$ cat src/rtl/core/isotp_pkg.sv
package isotp_pkg;

   // Transmit store geometry: eight byte lanes so that any seven consecutive
   // bytes come out of one read of every lane.
   localparam int TX_BUF_BYTES = 4096;
   localparam int TX_AW        = $clog2(TX_BUF_BYTES);
   localparam int LANES        = 8;
   localparam int LANE_AW      = $clog2(LANES);
   localparam int ROWS         = TX_BUF_BYTES / LANES;
   localparam int ROW_AW       = $clog2(ROWS);

   // Item operations.
   localparam logic [1:0] OP_RX_FRAME = 2'd0;
   localparam logic [1:0] OP_LOAD     = 2'd1;
   localparam logic [1:0] OP_START    = 2'd2;
   localparam logic [1:0] OP_SLOT     = 2'd3;

   // Protocol control nibbles.
   localparam logic [3:0] PCI_SINGLE = 4'h0;
   localparam logic [3:0] PCI_FIRST  = 4'h1;
   localparam logic [3:0] PCI_CONSEC = 4'h2;
   localparam logic [3:0] PCI_FLOW   = 4'h3;

   localparam logic [3:0] FS_WAIT     = 4'h1;
   localparam logic [3:0] FS_OVERFLOW = 4'h2;

   localparam logic [7:0] FC_CTS_BYTE  = 8'h30;
   localparam logic [7:0] FC_BS_BYTE   = 8'h00;
   localparam logic [7:0] FC_GAP_BYTE  = 8'hF9;
   localparam logic [7:0] STMIN_MS_MAX = 8'd127;
   localparam logic [7:0] STMIN_US_LO  = 8'hF3;
   localparam logic [7:0] STMIN_US_HI  = 8'hF9;

   // Configuration register indexes.
   localparam logic [1:0] CSR_TX_IDENTIFIER = 2'd0;
   localparam logic [1:0] CSR_TX_EXTENDED   = 2'd1;
   localparam logic [1:0] CSR_PAD_ENABLE    = 2'd2;
   localparam logic [1:0] CSR_PAD_VALUE     = 2'd3;

   typedef struct packed {
      logic [28:0] tx_identifier;
      logic        tx_extended;
      logic        pad_enable;
      logic [7:0]  pad_value;
   } cfg_type;

   // One accepted item that causes results, as handed to the output stage.
   typedef struct packed {
      logic        is_rx;
      logic        two;
      logic [28:0] rx_id;
      logic        rx_ext;
      logic [3:0]  cnt;
      logic [63:0] rx_data;
      logic [11:0] offset;
      logic [11:0] mlen;
      logic        done;
      logic        hdr_two;
      logic [7:0]  hdr0;
      logic [7:0]  hdr1;
      logic [LANE_AW-1:0] rot;
      logic [7:0]  gms;
      logic [3:0]  gus;
   } desc_type;

   typedef struct packed {
      logic             wr_en;
      logic [TX_AW-1:0] wr_addr;
      logic [7:0]       wr_data;
      logic             rd_en;
      logic [TX_AW-1:0] rd_addr;
   } store_ctl_type;

endpackage

$ cat src/rtl/core/isotp_seg_ctrl.sv
module isotp_seg_ctrl (
   input  logic                     clock,
   input  logic                     reset,
   input  logic                     accept,
   input  logic [1:0]               op,
   input  logic [28:0]              rx_identifier,
   input  logic                     rx_is_extended,
   input  logic [3:0]               rx_length_code,
   input  logic [63:0]              rx_bytes,
   input  logic [7:0]               load_byte,
   input  logic [11:0]              send_length,
   output logic                     load,
   output isotp_pkg::desc_type      desc,
   output isotp_pkg::store_ctl_type store_ctl
);

   logic [11:0] rx_expected_ff, rx_expected_in;
   logic [11:0] rx_received_ff, rx_received_in;
   logic        rx_busy_ff, rx_busy_in;
   logic [isotp_pkg::TX_AW-1:0] wr_ptr_ff, wr_ptr_in;
   logic [11:0] rd_ptr_ff, rd_ptr_in;
   logic [11:0] tx_left_ff, tx_left_in;
   logic [7:0]  tx_seq_ff, tx_seq_in;
   logic [3:0]  cf_sn_ff, cf_sn_in;
   logic        tx_pending_ff, tx_pending_in;
   logic        burst_ff, burst_in;
   logic [7:0]  block_limit_ff, block_limit_in;
   logic [7:0]  sep_ms_ff, sep_ms_in;
   logic [3:0]  sep_us_ff, sep_us_in;

   logic [3:0]  dlc;
   logic [7:0]  b0, b1, b2;
   logic [3:0]  cnt;
   logic [1:0]  first;
   logic [11:0] exp_len, remaining;
   logic        has_res;
   logic        pend_tmp;

   assign b0 = rx_bytes[7:0];
   assign b1 = rx_bytes[15:8];
   assign b2 = rx_bytes[23:16];
   assign dlc = (rx_length_code > 4'd8) ? 4'd8 : rx_length_code;
   assign exp_len = {b0[3:0], b1};
   assign remaining = rx_expected_ff - rx_received_ff;

   always_comb begin
      rx_expected_in = rx_expected_ff;
      rx_received_in = rx_received_ff;
      rx_busy_in     = rx_busy_ff;
      wr_ptr_in      = wr_ptr_ff;
      rd_ptr_in      = rd_ptr_ff;
      tx_left_in     = tx_left_ff;
      tx_seq_in      = tx_seq_ff;
      cf_sn_in       = cf_sn_ff;
      tx_pending_in  = tx_pending_ff;
      burst_in       = burst_ff;
      block_limit_in = block_limit_ff;
      sep_ms_in      = sep_ms_ff;
      sep_us_in      = sep_us_ff;
      pend_tmp       = tx_pending_ff;
      has_res        = 1'b0;
      cnt            = 4'd0;
      first          = 2'd1;
      store_ctl      = '0;
      store_ctl.wr_addr = wr_ptr_ff;
      store_ctl.wr_data = load_byte;
      desc           = '0;
      desc.rx_id     = rx_identifier;
      desc.rx_ext    = rx_is_extended;
      desc.gms       = sep_ms_ff;
      desc.gus       = sep_us_ff;

      case (op)
         isotp_pkg::OP_RX_FRAME: begin
            desc.is_rx = 1'b1;
            case (b0[7:4])
               isotp_pkg::PCI_SINGLE: begin
                  cnt = (b0[3:0] > 4'd7) ? 4'd7 : b0[3:0];
                  has_res = 1'b1;
                  desc.mlen = {8'd0, cnt};
                  desc.done = 1'b1;
               end
               isotp_pkg::PCI_FIRST: begin
                  cnt = (dlc >= 4'd2) ? dlc - 4'd2 : 4'd0;
                  if ({8'd0, cnt} > exp_len) begin
                     cnt = exp_len[3:0];
                  end
                  first = 2'd2;
                  has_res = 1'b1;
                  desc.two = 1'b1;
                  desc.mlen = exp_len;
                  desc.done = ({8'd0, cnt} == exp_len);
                  rx_expected_in = exp_len;
                  rx_received_in = desc.done ? 12'd0 : {8'd0, cnt};
                  rx_busy_in = !desc.done;
               end
               isotp_pkg::PCI_CONSEC: begin
                  if (rx_busy_ff) begin
                     has_res = 1'b1;
                     desc.offset = rx_received_ff;
                     desc.mlen = rx_expected_ff;
                     if (remaining > 12'd7) begin
                        cnt = (dlc >= 4'd1) ? dlc - 4'd1 : 4'd0;
                        rx_received_in = rx_received_ff + {8'd0, cnt};
                     end else begin
                        cnt = remaining[3:0];
                        desc.done = 1'b1;
                        rx_received_in = 12'd0;
                        rx_busy_in = 1'b0;
                     end
                  end
               end
               isotp_pkg::PCI_FLOW: begin
                  if (b0[3:0] != isotp_pkg::FS_WAIT) begin
                     if (b0[3:0] == isotp_pkg::FS_OVERFLOW) begin
                        pend_tmp = 1'b0;
                     end
                     if (b2 >= 8'd1 && b2 <= isotp_pkg::STMIN_MS_MAX) begin
                        sep_ms_in = b2 + 8'd2;
                     end else if (b2 >= isotp_pkg::STMIN_US_LO &&
                                  b2 <= isotp_pkg::STMIN_US_HI) begin
                        sep_us_in = b2[3:0];
                        sep_ms_in = 8'd0;
                     end else begin
                        sep_ms_in = 8'd0;
                        sep_us_in = 4'd0;
                     end
                     block_limit_in = b1;
                     tx_seq_in = 8'd1;
                     tx_pending_in = pend_tmp;
                     burst_in = pend_tmp && (tx_left_ff != 12'd0);
                  end
               end
               default: begin
               end
            endcase
            for (int i = 0; i < 8; i++) begin
               if (i < int'(cnt) && i + int'(first) < 8) begin
                  desc.rx_data[8*i +: 8] = rx_bytes[8*(i + int'(first)) +: 8];
               end
            end
            desc.cnt = cnt;
         end
         isotp_pkg::OP_LOAD: begin
            store_ctl.wr_en = 1'b1;
            wr_ptr_in = wr_ptr_ff + isotp_pkg::TX_AW'(1);
         end
         isotp_pkg::OP_START: begin
            has_res = 1'b1;
            wr_ptr_in = '0;
            store_ctl.rd_en = 1'b1;
            if (send_length <= 12'd7) begin
               desc.hdr0 = send_length[7:0];
               desc.cnt = send_length[3:0];
               tx_pending_in = 1'b0;
               burst_in = 1'b0;
               tx_left_in = 12'd0;
            end else begin
               desc.hdr_two = 1'b1;
               desc.hdr0 = {isotp_pkg::PCI_FIRST, send_length[11:8]};
               desc.hdr1 = send_length[7:0];
               desc.cnt = 4'd6;
               rd_ptr_in = 12'd6;
               tx_left_in = send_length - 12'd6;
               tx_pending_in = 1'b1;
               burst_in = 1'b0;
               tx_seq_in = 8'd1;
               cf_sn_in = 4'd1;
            end
         end
         isotp_pkg::OP_SLOT: begin
            if (tx_pending_ff && burst_ff && tx_left_ff != 12'd0) begin
               has_res = 1'b1;
               cnt = (tx_left_ff > 12'd7) ? 4'd7 : tx_left_ff[3:0];
               desc.cnt = cnt;
               desc.hdr0 = {isotp_pkg::PCI_CONSEC, cf_sn_ff};
               desc.rot = rd_ptr_ff[isotp_pkg::LANE_AW-1:0];
               store_ctl.rd_en = 1'b1;
               store_ctl.rd_addr = rd_ptr_ff[isotp_pkg::TX_AW-1:0];
               rd_ptr_in = rd_ptr_ff + {8'd0, cnt};
               tx_left_in = tx_left_ff - {8'd0, cnt};
               cf_sn_in = cf_sn_ff + 4'd1;
               if (block_limit_ff != 8'd0 && tx_seq_ff == block_limit_ff) begin
                  burst_in = 1'b0;
               end else begin
                  tx_seq_in = tx_seq_ff + 8'd1;
               end
               if (tx_left_in == 12'd0) begin
                  tx_pending_in = 1'b0;
                  burst_in = 1'b0;
               end
            end
         end
         default: begin
         end
      endcase

      store_ctl.wr_en = store_ctl.wr_en && accept;
      store_ctl.rd_en = store_ctl.rd_en && accept;
   end

   assign load = accept && has_res;

   always_ff @(posedge clock) begin
      if (reset) begin
         rx_expected_ff <= '0;
         rx_received_ff <= '0;
         rx_busy_ff     <= 1'b0;
         wr_ptr_ff      <= '0;
         rd_ptr_ff      <= '0;
         tx_left_ff     <= '0;
         tx_seq_ff      <= 8'd1;
         cf_sn_ff       <= 4'd1;
         tx_pending_ff  <= 1'b0;
         burst_ff       <= 1'b0;
         block_limit_ff <= '0;
         sep_ms_ff      <= '0;
         sep_us_ff      <= '0;
      end else if (accept) begin
         rx_expected_ff <= rx_expected_in;
         rx_received_ff <= rx_received_in;
         rx_busy_ff     <= rx_busy_in;
         wr_ptr_ff      <= wr_ptr_in;
         rd_ptr_ff      <= rd_ptr_in;
         tx_left_ff     <= tx_left_in;
         tx_seq_ff      <= tx_seq_in;
         cf_sn_ff       <= cf_sn_in;
         tx_pending_ff  <= tx_pending_in;
         burst_ff       <= burst_in;
         block_limit_ff <= block_limit_in;
         sep_ms_ff      <= sep_ms_in;
         sep_us_ff      <= sep_us_in;
      end
   end

endmodule

$ cat config.mk
export PLATFORM = sky130hd
export DESIGN_NAME = isotp_seg_ctrl
export DESIGN_NICKNAME = d
export VERILOG_FILES = /design/src/rtl/core/isotp_pkg.sv /design/src/rtl/core/isotp_seg_ctrl.sv
export SDC_FILE = /design/constraint.sdc
export NUM_CORES = 1
export LEC_CHECK = 0
export BUFFER_PORTS_ARGS = -buffer_cell sky130_fd_sc_hd__buf_4
export CAP_MARGIN = 20
export CORE_MARGIN = 2
export CORE_UTILIZATION = 52
export CTS_BUF_LIST = sky130_fd_sc_hd__clkbuf_2 sky130_fd_sc_hd__clkbuf_4 sky130_fd_sc_hd__clkbuf_8
export CTS_CLUSTER_DIAMETER = 150
export DETAILED_ROUTE_END_ITERATION = 6
export PLACE_DENSITY = 0.95
export SLEW_MARGIN = 30
export SYNTH_ARGS = -nofsm -noshare
export SYNTH_HDL_FRONTEND = slang
export SYNTH_SLANG_ARGS = --single-unit
$ cat constraint.sdc
create_clock -name clock -period 4.6 [get_ports clock]
set_input_delay 0.46 -clock clock [delete_from_list [all_inputs] [get_ports clock]]
set_output_delay 0.46 -clock clock [all_outputs]
set_load 0.05 [all_outputs]
### After elaboration in Yosys (flattened, before gate mapping)

Index checks and enable logic that the tools add are counted.

| word-level totals | value |
|---|---|
| input bits | 123 |
| word-level logic and storage cells | 214 |
| bits in registers | 95 |

| cells by class | value |
|---|---|
| bitwise gates (word level) | 1 |
| equality and inequality tests | 18 |
| add/sub/neg operators | 18 |
| $lt $le $gt $ge | 28 |
| shifts and indexed selects | 8 |
| reduce and logical (&&, ||, !) cells | 39 |
| multiplexer cells | 89 |

Operators by type and width:

| kind | count |
|---|---|
| variable part select 64 x 8 -> 8 bit | 4 |
| < comparator 32 x 5 -> 1 bit, second input constant | 7 |
| variable part select 64 x 7 -> 8 bit | 3 |
| two-way mux 8 bit | 17 |
| two-way mux 12 bit | 8 |
| case mux 12 bit (2 select lines) | 4 |
| two-way mux 89 bit | 1 |
| two-way mux 4 bit | 17 |
| variable part select 64 x 6 -> 8 bit | 1 |
| case mux 13 bit (3 select lines) | 1 |
| two-way mux 25 bit | 1 |
| adder 12 x 4 -> 12 bit | 2 |
| greater-than comparator 12 x 3 -> 1 bit, second input constant | 2 |
| case mux 4 bit (3 select lines) | 2 |
| case mux 8 bit (3 select lines) | 1 |
| two-way mux 1 bit | 22 |
| logical AND 1 bit | 17 |
| adder 3 x 2 -> 4 bit, first input constant | 4 |
| < comparator 3 x 4 -> 1 bit, first input constant | 4 |
| case mux 8 bit (2 select lines) | 1 |
| two-way mux 13 bit | 1 |
| adder 12 x 1 -> 12 bit, second input constant | 1 |
| equality test 4 x 12 -> 1 bit | 1 |
| equality test 4 x 2 -> 1 bit, second input constant | 3 |
| other kinds (53) | 76 |

### Depth between registers and ports, before layout

| depth | value |
|---|---|
| word-level depth | 14 |
| gate-level depth with buffers | 17 |
| gate-level depth less buffers | 17 |

### Worst setup path after synthesis

No wires, ideal clock.

| path | value |
|---|---|
| path kind | flip-flop to output port |
| from | register rx_received_ff[1] |
| to | output desc[73] (netlist name) |
| arrival time | 4.857 ns |
| path buffers | 0 |
| slack | -0.717 ns |
| stages on the path, launching flop included | 12 |
| path through | dfxtp_1 inv_1 ha_1 nor2b_1 o31a_1 o21a_1 o311a_1 or4_1 nor4b_4 a311o_2 a211oi_2 nor4b_1 |

RTL lines:

| item | line | text |
|---|---|---|
| start, declared | isotp_seg_ctrl.sv:18 | `logic [11:0] rx_received_ff, rx_received_in;` |
| start signal, assigned | isotp_seg_ctrl.sv:221 | `rx_received_ff <= rx_received_in;` |
| end, declared | isotp_seg_ctrl.sv:13 | `output isotp_pkg::desc_type desc,` |

==> results.cfg <==
[sta]
setup_viol = 15
finalWorstSetupSlack_ns = -0.04891
fmax_ghz = 0.2151
fin_crit_ns = 4.649
setup_tns_ns = -0.3258
whs_ns = 0.3451
skew_ns = 0.01342
tightestPinTransition_ns = 0.8604
period_share = 1.011
slew_viol_final = 0
hold_violations = 0
maxSlewHeadroom = 0.4243
rsz0062_at_grt = yes

[final_layout]
stdcell_area_mm2 = 0.01082
antenna_cells = 0
syn_to_final_growth_pct = 31.98
fin_nets = 1480
final_util = 0.7063
drive_above_1_share = 0.2856

[detailed_routing]
wirelength_um = 30820
postRouteAntennaNets = 0
dr.pass1.iters = 7
drc = 2
drt-vias-per-instance = 6.253
vias = 9574
post_drt_wl_per_cell_um = 20.13
drtIter0Drc = 1038

[cts]
clkTransAtPathRegs_ns = 0.11
ctsHtreeMaxLevel = 3
cts_buffer_depth = 2
cts-buffers-inserted = 9
clk_latency_ns = 0.41
cts_tree = yes
cts_root_buf = clkbuf_8
numClockSinks = 95

[global_routing]
grt_overflow_total = 0
grt_pass1_wl_um = 44660
grtUsageTotal = 0.3385
grt_max_degree = 63
antenna_found_initial = 0
grt_pass1_vias = 8662

[outcome]
status = finished, violations left
failed_checks = DRC, setup timing

[place]
dpl_cell_area_mm2 = 0.01001
dp_hpwl_um = 22140
io_buffers = 228
gp_congestion = 0.9732

[die]
dieArea_mm2 = 0.01678
die_w_um = 129.5
num_io_pins = 315
rows = 45
initial_core_util = 0.5351
core_mm2 = 0.01531
die_y_um = 129.5

[min_path]
min_to = rx_expected_ff[8]
min_path_cells = 3
min-delay-start = rx_bytes[0]
hp-class = in -> reg

[critical_path]
crit_fanout = 8
timing.rr.end = burst_ff
crit_type = reg -> out
cp-start-kind = flop
r2r-start = tx_left_ff[3]
worstRegToRegCells = 10
arrival_ns = 4.19
r2r_slack_ns = 0.66
endpoint_kind = output port
critPathRequiredTime_ns = 4.14

[synthesis]
yosysSeqAreaShare = 0.2321
synth-seq-cells = 95
synth_most_common_cell = nor2_1
ys_types = 74
async_reset_ff_frac = 0
synth_edf_count = 0
syn_avg_cell_area_um2 = 7.189
yosys.area.top_type = dfxtp_1
synth_area_leaders = dfxtp_1, nor2_1, nand2_1
netlist_instances = 1140
yosys-top-cells-count = nor2_1, nand2_1, dfxtp_1
synth_warnings = 0
synth_ff_type = dfxtp_1
synth_top_area_frac = 0.2321
syn_area_mm2 = 0.008195

[pwr]
total_power_mw = 2.099
p_leak_nw = 4.623
p_per_area_mw_per_mm2 = 194.1
irDropWorstVdd_v = 0.0001374

[run]
maxCapViolCount = 0
worst max-delay path, stage by stage (launching register included):
cell      delay (ns)
dfxtp_2         0.35
inv_2           0.07
ha_4            0.13
inv_2           0.04
fa_2            0.41
a211oi_4        0.31
nor2_4          0.10
o31ai_4         0.24
buf_4           0.13
nand2_1         0.06
or4_1           0.52
nor3_2          0.24
a311o_2         0.36
buf_4           0.19
a31oi_4         0.08
buf_12          0.15
nor2_1          0.15
buf_4           0.23
flip-flops by register name, indices dropped and copies added (netlist names):
name,count
block_limit_ff,8
wr_ptr_ff,12
sep_us_ff,4
rx_busy_ff,1
cf_sn_ff,4
rx_received_ff,12
rd_ptr_ff,12
sep_ms_ff,8
tx_seq_ff,8
burst_ff,1
rx_expected_ff,12
tx_left_ff,12
tx_pending_ff,1
power by group:
| part | switching, mW | total [mW] | internal [mW] |
|---|---|---|---|
| combinational | 0.405 | 0.660 | 0.255 |
| clock | 0.378 | 0.593 | 0.214 |
| sequential | 0.0143 | 0.847 | 0.833 |
| total | 0.798 | 2.10 | 1.30 |
cells in the final DEF (no fill, tap or decap), types with 16 or more instances in the layout:
master / count
nand3_1: 36
o21ai_0: 30
nor4b_4: 17
buf_4: 238
and2_1: 22
ha_1: 30
a22oi_1: 25
nand4_1: 16
dfxtp_1: 88
and3_1: 28
nand2_1: 144
xor2_1: 35
xnor2_1: 27
a21oi_1: 82
nor2_1: 141
mux2i_1: 23
nor3_1: 26
inv_1: 23
buf_6: 27
repair_timing:
action / in CTS / in global routing
gates cloned: 0 / 0
gates resized for setup: 34 / 66
endpoints found under the setup margin: 58 / 58
buffers inserted: 9 / 12
hold buffers: 0 / 0
pin swaps: 7 / 34
worst max path at each step:
stage | to | start | slack (ns) | depth (start not counted)
2_1_floorplan | desc[95] | rx_received_ff[1] | -0.30 | 12
3_3_place_gp | desc[112] | rx_length_code[3] | 0.09 | 18
3_5_place_dp | desc[111] | rx_length_code[3] | -0.09 | 18
4_1_cts | desc[73] | rx_expected_ff[0] | 0.003 | 17
5_1_grt | desc[110] | rx_expected_ff[0] | -0.09 | 18
6_report | desc[110] | rx_expected_ff[0] | -0.05 | 17
cell type report:
| class | instances | area (um2) |
|---|---|---|
| clock inverters | 7 | 75.07 |
| well taps | 211 | 264.0 |
| fillers | 1161 | 4498 |
| flip-flops and latches | 95 | 1913 |
| multi-input cells | 909 | 6121 |
| inverters | 29 | 108.9 |
| clock buffers | 9 | 123.9 |
| repair buffers | 271 | 2211 |
per-layer routing:
layer	track usage	part of all wire	vias up	wire, um
li1	-	-	4332	-
met1	0.4115	0.37	4461	11480
met2	0.5632	0.47	640	14540
met3	0.07019	0.099	139	3062
met4	0.1815	0.055	2	1700
met5	0	0.0012	-	38
cells by family after synthesis:
kind of cell	share of synthesized area
XOR/XNOR	0.06733
flip-flops	0.2321
buffers and inverters	0.09084
AO/OA/AOI/OAI	0.1954
AND/OR/NAND/NOR	0.3189
multiplexers	0.02809
adder cells (fa/ha/maj)	0.06687
other	0.0004576
metrics by stage:
step           setup WS, ns  instances
5_1_grt            -0.09235       1531
6_report           -0.04891       1531
2_1_floorplan       -0.2953       1150
3_5_place_dp       -0.08655       1495
3_3_place_gp        0.09495       1495
4_1_cts            0.002558       1520
Note: power is estimated with default switching activity, not from simulation.
