`config.mk`:
```
export PLATFORM = sky130hd
export DESIGN_NAME = isotp_seg_fmt_flat
export DESIGN_NICKNAME = d
export VERILOG_FILES = /design/src/rtl/core/isotp_pkg.sv /design/src/rtl/core/isotp_ifs.sv /design/src/rtl/core/isotp_seg_fmt.sv /design/src/flat_wrapper.sv
export SDC_FILE = /design/constraint.sdc
export NUM_CORES = 1
export LEC_CHECK = 0
export ABC_CLOCK_PERIOD_IN_PS = 5190
export BUFFER_PORTS_ARGS = -buffer_cell sky130_fd_sc_hd__buf_2
export CORE_ASPECT_RATIO = 0.75
export CORE_MARGIN = 4
export CORE_UTILIZATION = 40
export DETAILED_ROUTE_END_ITERATION = 12
export MAX_ROUTING_LAYER = met4
export PLACE_DENSITY = 0.61
export RECOVER_POWER = 100
export SYNTH_ARGS = -nofsm -noshare
export SYNTH_HDL_FRONTEND = slang
export SYNTH_SLANG_ARGS = --single-unit
```
`constraint.sdc`:
```
create_clock -name clock -period 5.19 [get_ports clock]
set_input_delay 0.2595 -clock clock [delete_from_list [all_inputs] [get_ports clock]]
set_output_delay 0.2595 -clock clock [all_outputs]
set_load 0.03 [all_outputs]
```
`src/rtl/core/isotp_pkg.sv`:
```
package isotp_pkg;

   // Transmit store geometry: eight byte lanes so that any seven consecutive
   // bytes come out of one read of every lane.
   localparam int TX_BUF_BYTES = 4096;
   localparam int TX_AW        = $clog2(TX_BUF_BYTES);
   localparam int LANES        = 8;
   localparam int LANE_AW      = $clog2(LANES);
   localparam int ROWS         = TX_BUF_BYTES / LANES;
   localparam int ROW_AW       = $clog2(ROWS);

   // Item operations.
   localparam logic [1:0] OP_RX_FRAME = 2'd0;
   localparam logic [1:0] OP_LOAD     = 2'd1;
   localparam logic [1:0] OP_START    = 2'd2;
   localparam logic [1:0] OP_SLOT     = 2'd3;

   // Protocol control nibbles.
   localparam logic [3:0] PCI_SINGLE = 4'h0;
   localparam logic [3:0] PCI_FIRST  = 4'h1;
   localparam logic [3:0] PCI_CONSEC = 4'h2;
   localparam logic [3:0] PCI_FLOW   = 4'h3;

   localparam logic [3:0] FS_WAIT     = 4'h1;
   localparam logic [3:0] FS_OVERFLOW = 4'h2;

   localparam logic [7:0] FC_CTS_BYTE  = 8'h30;
   localparam logic [7:0] FC_BS_BYTE   = 8'h00;
   localparam logic [7:0] FC_GAP_BYTE  = 8'hF9;
   localparam logic [7:0] STMIN_MS_MAX = 8'd127;
   localparam logic [7:0] STMIN_US_LO  = 8'hF3;
   localparam logic [7:0] STMIN_US_HI  = 8'hF9;

   // Configuration register indexes.
   localparam logic [1:0] CSR_TX_IDENTIFIER = 2'd0;
   localparam logic [1:0] CSR_TX_EXTENDED   = 2'd1;
   localparam logic [1:0] CSR_PAD_ENABLE    = 2'd2;
   localparam logic [1:0] CSR_PAD_VALUE     = 2'd3;

   typedef struct packed {
      logic [28:0] tx_identifier;
      logic        tx_extended;
      logic        pad_enable;
      logic [7:0]  pad_value;
   } cfg_type;

   // One accepted item that causes results, as handed to the output stage.
   typedef struct packed {
      logic        is_rx;
      logic        two;
      logic [28:0] rx_id;
      logic        rx_ext;
      logic [3:0]  cnt;
      logic [63:0] rx_data;
      logic [11:0] offset;
      logic [11:0] mlen;
      logic        done;
      logic        hdr_two;
      logic [7:0]  hdr0;
      logic [7:0]  hdr1;
      logic [LANE_AW-1:0] rot;
      logic [7:0]  gms;
      logic [3:0]  gus;
   } desc_type;

   typedef struct packed {
      logic             wr_en;
      logic [TX_AW-1:0] wr_addr;
      logic [7:0]       wr_data;
      logic             rd_en;
      logic [TX_AW-1:0] rd_addr;
   } store_ctl_type;

endpackage

```
`src/rtl/core/isotp_ifs.sv`:
```


interface isotp_rsp_if;
   logic        valid;
   logic        ready;
   logic        kind;
   logic        last;
   logic [28:0] frame_identifier;
   logic        frame_extended;
   logic [3:0]  length_code;
   logic [63:0] data_bytes;
   logic [11:0] chunk_offset;
   logic [11:0] message_length;
   logic        message_done;
   logic [7:0]  gap_ms;
   logic [3:0]  gap_hundred_us;
   modport source (output valid, kind, last, frame_identifier, frame_extended,
                   length_code, data_bytes, chunk_offset, message_length,
                   message_done, gap_ms, gap_hundred_us, input ready);
   modport sink (input valid, kind, last, frame_identifier, frame_extended,
                 length_code, data_bytes, chunk_offset, message_length,
                 message_done, gap_ms, gap_hundred_us, output ready);
endinterface


```
`src/rtl/core/isotp_seg_fmt.sv`:
```
module isotp_seg_fmt (
   input  logic                 clock,
   input  logic                 reset,
   input  logic                 load,
   input  isotp_pkg::desc_type  desc_in,
   input  logic [7:0]           lane_q [isotp_pkg::LANES],
   input  isotp_pkg::cfg_type   cfg,
   output logic                 can_take,
   isotp_rsp_if.source          rsp_chan
);

   isotp_pkg::desc_type desc_ff;
   logic        held_ff;
   logic        phase_ff;
   logic        rsp_valid_ff;
   logic        out_free, emit, last_now;

   logic        kind_ff, last_ff, ext_ff, done_ff;
   logic [28:0] id_ff;
   logic [3:0]  len_ff, gus_ff;
   logic [63:0] data_ff;
   logic [11:0] off_ff, mlen_ff;
   logic [7:0]  gms_ff;

   logic [7:0]  b [8];
   logic [3:0]  used, tx_len, hdr_n;
   logic [63:0] tx_data;
   logic [isotp_pkg::LANE_AW-1:0] lane_sel;

   assign out_free = !rsp_valid_ff || rsp_chan.ready;
   assign emit     = held_ff && out_free;
   assign last_now = !desc_ff.two || phase_ff;
   assign can_take = !held_ff || (emit && last_now);

   // Build the transmit frame: header bytes, then store bytes or the
   // flow-control frame, then padding.
   always_comb begin
      hdr_n = desc_ff.hdr_two ? 4'd2 : 4'd1;
      lane_sel = '0;
      for (int i = 0; i < 8; i++) begin
         b[i] = 8'd0;
      end
      if (desc_ff.is_rx) begin
         b[0] = isotp_pkg::FC_CTS_BYTE;
         b[1] = isotp_pkg::FC_BS_BYTE;
         b[2] = isotp_pkg::FC_GAP_BYTE;
         used = 4'd3;
      end else begin
         used = hdr_n + desc_ff.cnt;
         for (int i = 0; i < 8; i++) begin
            lane_sel = desc_ff.rot + isotp_pkg::LANE_AW'(i - int'(hdr_n));
            if (i == 0) begin
               b[i] = desc_ff.hdr0;
            end else if (i == 1 && desc_ff.hdr_two) begin
               b[i] = desc_ff.hdr1;
            end else begin
               b[i] = lane_q[lane_sel];
            end
         end
      end
      tx_len = (cfg.pad_enable && used < 4'd8) ? 4'd8 : used;
      for (int i = 0; i < 8; i++) begin
         if (i < int'(used)) begin
            tx_data[8*i +: 8] = b[i];
         end else if (i < int'(tx_len)) begin
            tx_data[8*i +: 8] = cfg.pad_value;
         end else begin
            tx_data[8*i +: 8] = 8'd0;
         end
      end
   end

   always_ff @(posedge clock) begin
      if (reset) begin
         held_ff      <= 1'b0;
         phase_ff     <= 1'b0;
         rsp_valid_ff <= 1'b0;
      end else begin
         if (load) begin
            held_ff  <= 1'b1;
            phase_ff <= 1'b0;
         end else if (emit && last_now) begin
            held_ff <= 1'b0;
         end else if (emit) begin
            phase_ff <= 1'b1;
         end
         if (emit) begin
            rsp_valid_ff <= 1'b1;
         end else if (rsp_chan.ready) begin
            rsp_valid_ff <= 1'b0;
         end
      end
   end

   always_ff @(posedge clock) begin
      if (load) begin
         desc_ff <= desc_in;
      end
      if (emit) begin
         last_ff <= last_now;
         if (desc_ff.is_rx && !phase_ff) begin
            kind_ff <= 1'b1;
            id_ff   <= desc_ff.rx_id;
            ext_ff  <= desc_ff.rx_ext;
            len_ff  <= desc_ff.cnt;
            data_ff <= desc_ff.rx_data;
            off_ff  <= desc_ff.offset;
            mlen_ff <= desc_ff.mlen;
            done_ff <= desc_ff.done;
            gms_ff  <= 8'd0;
            gus_ff  <= 4'd0;
         end else begin
            kind_ff <= 1'b0;
            id_ff   <= cfg.tx_identifier;
            ext_ff  <= cfg.tx_extended;
            len_ff  <= tx_len;
            data_ff <= tx_data;
            off_ff  <= 12'd0;
            mlen_ff <= 12'd0;
            done_ff <= 1'b0;
            gms_ff  <= desc_ff.gms;
            gus_ff  <= desc_ff.gus;
         end
      end
   end

   assign rsp_chan.valid            = rsp_valid_ff;
   assign rsp_chan.kind             = kind_ff;
   assign rsp_chan.last             = last_ff;
   assign rsp_chan.frame_identifier = id_ff;
   assign rsp_chan.frame_extended   = ext_ff;
   assign rsp_chan.length_code      = len_ff;
   assign rsp_chan.data_bytes       = data_ff;
   assign rsp_chan.chunk_offset     = off_ff;
   assign rsp_chan.message_length   = mlen_ff;
   assign rsp_chan.message_done     = done_ff;
   assign rsp_chan.gap_ms           = gms_ff;
   assign rsp_chan.gap_hundred_us   = gus_ff;

endmodule

```
`src/flat_wrapper.sv`:
```
// flat-port wrapper written by rule: the top's interface ports become plain ports
module isotp_seg_fmt_flat 
  (clock, reset, load, desc_in, lane_q, cfg, can_take, rsp_chan_valid, rsp_chan_kind, rsp_chan_last, rsp_chan_frame_identifier, rsp_chan_frame_extended, rsp_chan_length_code, rsp_chan_data_bytes, rsp_chan_chunk_offset, rsp_chan_message_length, rsp_chan_message_done, rsp_chan_gap_ms, rsp_chan_gap_hundred_us, rsp_chan_ready);
  isotp_rsp_if rsp_chan_i ();
  input  logic clock;
  input  logic reset;
  input  logic load;
  input  isotp_pkg::desc_type desc_in;
  input  logic [7:0] lane_q[isotp_pkg::LANES];
  input  isotp_pkg::cfg_type cfg;
  output logic can_take;
  output wire logic [$bits(rsp_chan_i.valid)-1:0] rsp_chan_valid;
  output wire logic [$bits(rsp_chan_i.kind)-1:0] rsp_chan_kind;
  output wire logic [$bits(rsp_chan_i.last)-1:0] rsp_chan_last;
  output wire logic [$bits(rsp_chan_i.frame_identifier)-1:0] rsp_chan_frame_identifier;
  output wire logic [$bits(rsp_chan_i.frame_extended)-1:0] rsp_chan_frame_extended;
  output wire logic [$bits(rsp_chan_i.length_code)-1:0] rsp_chan_length_code;
  output wire logic [$bits(rsp_chan_i.data_bytes)-1:0] rsp_chan_data_bytes;
  output wire logic [$bits(rsp_chan_i.chunk_offset)-1:0] rsp_chan_chunk_offset;
  output wire logic [$bits(rsp_chan_i.message_length)-1:0] rsp_chan_message_length;
  output wire logic [$bits(rsp_chan_i.message_done)-1:0] rsp_chan_message_done;
  output wire logic [$bits(rsp_chan_i.gap_ms)-1:0] rsp_chan_gap_ms;
  output wire logic [$bits(rsp_chan_i.gap_hundred_us)-1:0] rsp_chan_gap_hundred_us;
  input wire logic [$bits(rsp_chan_i.ready)-1:0] rsp_chan_ready;
  assign rsp_chan_valid = rsp_chan_i.valid;
  assign rsp_chan_kind = rsp_chan_i.kind;
  assign rsp_chan_last = rsp_chan_i.last;
  assign rsp_chan_frame_identifier = rsp_chan_i.frame_identifier;
  assign rsp_chan_frame_extended = rsp_chan_i.frame_extended;
  assign rsp_chan_length_code = rsp_chan_i.length_code;
  assign rsp_chan_data_bytes = rsp_chan_i.data_bytes;
  assign rsp_chan_chunk_offset = rsp_chan_i.chunk_offset;
  assign rsp_chan_message_length = rsp_chan_i.message_length;
  assign rsp_chan_message_done = rsp_chan_i.message_done;
  assign rsp_chan_gap_ms = rsp_chan_i.gap_ms;
  assign rsp_chan_gap_hundred_us = rsp_chan_i.gap_hundred_us;
  assign rsp_chan_i.ready = rsp_chan_ready;
  isotp_seg_fmt u_core (.clock(clock), .reset(reset), .load(load), .desc_in(desc_in), .lane_q(lane_q), .cfg(cfg), .can_take(can_take), .rsp_chan(rsp_chan_i));
endmodule
```
# ---- Yosys cells after proc, flatten, opt, wreduce, memory -nomap -nowiden
# Index checks and enable logic that the tools add are counted.
dict set report classes {
  add_sub_neg 15
  n_reduce_logical 15
  bitwise 8
  n_mux 52
  n_lt_le_gt_ge 24
}
# operator count
set op_table {}
lappend op_table {{two-way mux 8 bit} 31}
lappend op_table {{binary-select mux 8 bit (select 3 bit)} 7}
lappend op_table {{two-way mux 64 bit} 1}
lappend op_table {{two-way mux 40 bit} 1}
lappend op_table {{< comparator 3 x 4 -> 1 bit, first input constant} 8}
lappend op_table {{two-way mux 29 bit} 1}
lappend op_table {{greater-or-equal comparator 4 bit, second input constant} 7}
lappend op_table {{inverter 3 -> 4 bit} 7}
lappend op_table {{two-way mux 24 bit} 1}
lappend op_table {{adder 3 bit} 7}
lappend op_table {{< comparator 1 x 4 -> 1 bit, first input constant} 4}
lappend op_table {{< comparator 2 x 4 -> 1 bit, first input constant} 4}
lappend op_table {{two-way mux 4 bit} 3}
lappend op_table {{subtractor 3 bit, first input constant} 4}
lappend op_table {{two-way mux 1 bit} 6}
lappend op_table {{subtractor 2 x 3 -> 3 bit, first input constant} 2}
lappend op_table {{adder 4 bit} 1}
lappend op_table {{logical AND 1 bit} 4}
lappend op_table {{zero test 1 bit} 4}
lappend op_table {{< comparator 4 bit, second input constant} 1}
lappend op_table {{nonzero test 2 bit} 2}
lappend op_table {{logical OR 1 bit} 3}
lappend op_table {{subtractor 1 x 3 -> 3 bit, first input constant} 1}
lappend op_table {{two-way mux 2 bit} 1}
lappend op_table {{other kinds (3)} 3}
dict set report totals {
  reg_bits 297
  in_bits 264
  out_inout_bits 139
}

# ---- Depth between registers and ports, before layout
dict set report depth {
  word_depth 11
  mapped_depth 11
  depth_no_buf 8
}

# ---- Worst setup path after synthesis
# Ideal clock, no wire load.
dict set report synth_path {
  path_kind {reg-to-reg}
  from {reg u_core.rsp_valid_ff (netlist: u_core.rsp_chan.valid)}
  to {reg u_core.phase_ff}
  synth_period_minus_slack_ps 4259
  t_arrival_ps 4171
  n_path_buf 0
  setup_slack_ps 931
  required_ps 5101
  stages_incl_launch_ff 5
  setup_ps 89
  path_cell_list {dfxtp_1 > nand2b_1 > and2_1 > a21oi_1 > nor3_1}
}
dict set report synth_between {
  elab_chain_len 6
}
# item line_no
set synth_lines {}
lappend synth_lines {{start, declared} isotp_seg_fmt.sv:15} ;# logic rsp_valid_ff;
lappend synth_lines {{start signal, assigned} isotp_seg_fmt.sv:77} ;# rsp_valid_ff <= 1'b0;
lappend synth_lines {{start signal, assigned} isotp_seg_fmt.sv:88} ;# rsp_valid_ff <= 1'b1;
lappend synth_lines {{start signal, assigned} isotp_seg_fmt.sv:90} ;# rsp_valid_ff <= 1'b0;
lappend synth_lines {{zero test 1 bit *} isotp_seg_fmt.sv:30} ;# assign out_free = !rsp_valid_ff || rsp_chan.ready;
lappend synth_lines {{logical OR 1 bit *} isotp_seg_fmt.sv:30}
lappend synth_lines {{logical AND 1 bit *} isotp_seg_fmt.sv:31} ;# assign emit = held_ff && out_free;
lappend synth_lines {{via u_core.emit} isotp_seg_fmt.sv:16} ;# logic out_free, emit, last_now;
lappend synth_lines {{logical AND 1 bit} isotp_seg_fmt.sv:82} ;# end else if (emit && last_now) begin
lappend synth_lines {{inverter 1 bit (no line)} n/a}
lappend synth_lines {{AND reduction 2 bit (no line) *} n/a}
lappend synth_lines {{end signal, assigned} isotp_seg_fmt.sv:76} ;# phase_ff <= 1'b0;
lappend synth_lines {{end signal, assigned} isotp_seg_fmt.sv:81} ;# phase_ff <= 1'b0;
lappend synth_lines {{end signal, assigned} isotp_seg_fmt.sv:85} ;# phase_ff <= 1'b1;
lappend synth_lines {{end, declared} isotp_seg_fmt.sv:14} ;# logic phase_ff;
# The timed path passes the listed nets; every way through them passes the cells marked *.
# A chain may end at the register's enable or synchronous reset.

# ---- Worst setup path after layout
dict set report layout_path {
  from {reg u_core.desc_ff[31] (netlist bit)}
  to {reg u_core.data_ff[15] (netlist: u_core.rsp_chan.data_bytes[15]), data pin}
}
dict set report layout_between {
  elab_chain_len 11
  elab_cells_between_ends 19
  cone_classes {3 x add/sub; 3 x order compare; 11 x mux; 1 x bitwise; 1 x reduce/logical}
}
# item line_no
set layout_lines {}
lappend layout_lines {{start, declared} isotp_seg_fmt.sv:12} ;# isotp_pkg::desc_type desc_ff;
lappend layout_lines {{start signal, assigned} isotp_seg_fmt.sv:97} ;# desc_ff <= desc_in;
lappend layout_lines {{parallel branches: the longest is 9 deep, another holds adder 4 bit} n/a}
lappend layout_lines {{two-way mux 8 bit *} isotp_seg_fmt.sv:63} ;# if (i < int'(used)) begin
lappend layout_lines {{two-way mux 64 bit *} isotp_seg_fmt.sv:101} ;# if (desc_ff.is_rx && !phase_ff) begin
lappend layout_lines {{end signal, assigned} isotp_seg_fmt.sv:106} ;# data_ff <= desc_ff.rx_data;
lappend layout_lines {{end signal, assigned} isotp_seg_fmt.sv:117} ;# data_ff <= tx_data;
lappend layout_lines {{end, declared} isotp_seg_fmt.sv:21} ;# logic [63:0] data_ff;
# Every way passes the cells marked *. The select of a mux whose other input is x is not followed.

==> results.env <==
DRT_ITER0_DRC=1073
DETAIL_ROUTE.VIAS_PER_CELL=5.41
GRT_ANTENNA_BEFORE_REPAIR=8
POST-ROUTE-PERIOD-UTIL=0.831
IO_BUFFERS=402
CRIT_PATH_TOP_DELAY_CELL='ha_2'
CLOCK_PATH_BUFFERS=3
DRT_DRC_VIOLATIONS_LEFT=0
CRITICAL_R2R_LAUNCH='u_core.desc_ff[31]'
CTS.SINK_COUNT=297
PROPORTION_OF_NETLIST_AREA_HELD_BY_THE_LARGEST_AREA_CONTRIBUTOR=0.650
INITIAL_CORE_UTIL=0.405
MET3WIRELENGTH_UM=4960
CLK_LATENCY_NS=0.59
RUN_STATUS='complete, but fails checks'
LAYOUT_STAGE_AREA_GROWTH_OVER_THE_SYNTHESIS_RESULT_PCT=38.4
DETAILED_PLACE.AREA_UM2=16000
MOSTFREQUENTLAYOUTCELL='edfxtp_1'
SEQ_AREA_FRAC_SYNTH=0.655
FRACTION_OF_LAYOUT_CELLS_WITH_A_SIZE_SUFFIX_ABOVE_1=0.263
TNS_NS=0
POSTSYNTHNETCOUNT=1171
AVGROUTEDWIREPERCELL_UM=24.3
SYNTH_AREA_PER_CELL_UM2=15.2
FINCLKSKEW_NS=0.0333
WORST_SETUP_PATH_START_KIND='flop'
WORST-ENDPOINT-ARRIVAL_NS=4.64
CRIT_PATH_MAX_INCR_DELAY_NS=1.57
FINAL_NET_COUNT=1746
ROUTED-VIA-COUNT=10600
SYNTH.LIB_CELLS_USED.DISTINCT=47
CLOCK_TREE_FROM_TRITONCTS='yes'
MET1WIRELENGTH_UM=19000
UPPERMOST_METAL_LAYER_OCCUPIED_BY_SIGNAL_NETS='met4'
SLEW_HEADROOM=-2.05
SETUP_VIOL_COUNT_FINAL=0
DETAILED_PLACE_HPWL_UM=32800
NUM_IO_PINS=403
SYNTH_LARGEST_AREA_CELL='edfxtp_1'
SYNTH.FF_LATCH_COUNT=297
WORST_SETUP_HOLD_PATH_CLK_SLEW_NS=0.07
DIE_H_UM=168
VIAS_IN_THE_FIRST_GLOBAL_ROUTE=10600
CELLS_RESIZED_BY_POST_CTS_REPAIR=0
FINALHOLDVIOLATIONS=0
DIE_WIDTH_UM=221
ROWS=58
HTREEDEPTH=1
CORE_REGION_UM2=33500
ROOT_BUFFER='clkbuf_16'
FINAL_CELL_MIX='294 x edfxtp_1, 247 x buf_2, 188 x dlygate4sd3_1'
PWR_DENSITY_CELL_nW_PER_UM2=372
MAX_SLEW_VIOLATION_COUNT=263
GRT_USE_TOTAL=0.254
WORSTPATHMAXFANOUT=64
SYN_INST=895
ROUTED_WL_UM=47400
POST-ROUTE-CELL-AREA_UM2=18800
SYNTH-WARNING-COUNT=0
MET2_WL_POST_DR_UM=22300
CRIT_TYPE='flop to flop'
START_POINT_OF_THE_CRITICAL_PATH='u_core.desc_ff[31]'
LARGEST_VDD_SUPPLY_DROP_uV=207
CRITPATHCAPTURETYPE='flop'
VIOLATIONS='capacitance limit, slew limit'
GP_CONGESTION=0.904
MIN_PATH_TYPE='input port to flop'
POSTCTSSETUPREPAIRBUFS=0
DRT.ANTENNA.VIOLATING_NETS=0
DIEAREA_UM2=37000
CTS_INSERTED_BUFFERS=30
UNREPAIRED_SETUP_ENDPOINTS_AFTER_GLOBAL_ROUTING='false'
STATIC_LEAKAGE_nW=7.27
WORST_HOLD_PATH_STARTPOINT='cfg[34]'
TIMING_WORST_SLEW_PIN_VALUE_NS=4.57
FINALWORSTPATHREQUIREDPERIOD_NS=4.31
SYNTH.TOP_CELLS.BY_AREA='edfxtp_1 65%, mux4_2 11%, nand2_1 4.3%'
SYN_AREA_UM2=13600
MAX_CAP_VIOLATIONS=4
FIRST_PASS_GRT_WIRE_LENGTH_UM=68000
TIMING.FMAX_MHz=232
WORSTPATHREQUIRED_NS=5.51
GRT_MAX_DEGREE=84
GLOBALROUTE.TOTALOVERFLOW=0
PATH_CELLS='inv_1 > ha_2 > mux4_2 > mux2_1 > o211ai_1 > a21oi_1'
DRTPASS1ITERATIONS=5
[through the flow]
stage | total power (W) | utilization | hold WS, ns | cells | worst slack, ns
after floorplan | 0.00400 | - | 0.329 | 895 | 0.931
after global placement | 0.00451 | 0.477 | 0.436 | 1700 | 1.49
after detailed placement | 0.00453 | 0.477 | 0.438 | 1700 | 1.39
after CTS | 0.00703 | 0.566 | 0.00416 | 1943 | 1.38
after global routing | 0.00726 | 0.560 | 0.0305 | 1951 | 0.530
final | 0.00699 | 0.560 | 0.0377 | 1951 | 0.877
[logic make-up after synthesis]
group / after synthesis / share of synthesized area
xor gates and xnor gates: 9 / 0.0111
DFF: 297 / 0.655
adders and majority gates: 12 / 0.0122
muxes: 130 / 0.158
and+or+nand+nor: 234 / 0.0745
buffers and inverters: 73 / 0.0234
AOI/OAI and AO/OA: 140 / 0.0667
[report_power, final]
group          leakage [nW]  switching (W)  internal, W
registers              2.87      0.0000675      0.00289
clock network         0.531       0.000961      0.00144
logic                  3.86       0.000957     0.000674
total                  7.27        0.00199      0.00500
[layout make-up]
type                            instances  area (um^2)
Tap cell                              450          563
Fill cell                            2816        14700
Clock buffer                           38          831
Inverter                               17         66.3
Clock inverter                         17          269
Timing Repair Buffer                  599         3780
Antenna cell                            8         20.0
Multi-Input combinational cell        525         4380
Sequential cell                       297         8890
[path summary, 6_finish.rpt]
check / cells after the start / slack (ns) / end
min: 3 / 0.04 / u_core.rsp_chan.frame_identifier[24]
min reg2reg: 2 / 0.51 / u_core.rsp_chan.frame_extended
max reg2reg: 6 / 0.88 / u_core.rsp_chan.data_bytes[15]
max: 6 / 0.88 / u_core.rsp_chan.data_bytes[15]
[synth_stat cells (all sizes together)]
library cell  instances
a211o                 5
a21boi                1
a21o                  1
a21oi                43
a221o                 9
a221oi                5
a222oi                1
a22o                  2
a22oi                10
a2bb2oi               1
a31oi                 7
a32o                  1
and2                 15
and3                 28
buf                  24
clkbuf               32
clkinv                1
dfxtp                 3
edfxtp              294
fa                    2
ha                   10
inv                  16
mux2                 27
mux2i                39
mux4                 64
nand2               155
nand2b                4
nand3                 7
nor2                 22
nor2b                 1
nor3                  1
nor3b                 1
o211ai                5
o21a                  1
o21ai                39
o22ai                 2
o311ai                5
o32ai                 2
xnor2                 4
xor2                  5
[registers in the layout, summed over array words and instances (netlist names)]
name	count
u_core.rsp_chan.length_code	4
u_core.rsp_chan.kind	1
u_core.held_ff	1
u_core.rsp_chan.frame_extended	1
u_core.rsp_chan.message_length	12
u_core.rsp_chan.frame_identifier	29
u_core.rsp_chan.data_bytes	64
u_core.phase_ff	1
u_core.rsp_chan.gap_hundred_us	4
u_core.rsp_chan.chunk_offset	12
u_core.rsp_chan.last	1
u_core.rsp_chan.gap_ms	8
u_core.rsp_chan.message_done	1
u_core.desc_ff	157
u_core.rsp_chan.valid	1
[timing repair]
| item | 4_1_cts | 5_1_grt |
|---|---|---|
| hold buffers | 188 | 0 |
| endpoints found under the setup margin | 0 | 0 |
| hold endpoints to repair | 189 | 0 |
[worst max-delay path: cells and delay by family (launching register included)]
family          cells  cell delay, ns
mux                 2            1.06
fa+ha+maj           1            1.57
compound gates      2            0.35
buf+inv             1            0.38
flops               1            0.68
[routing by layer]
layer | track usage | up-vias
met2 | 0.401 | 600
met5 | - | -
met4 | 0.0602 | 0
met1 | 0.333 | 5246
met3 | 0.0648 | 76
li1 | - | 4635
Note: power is estimated with default switching activity, not from simulation.
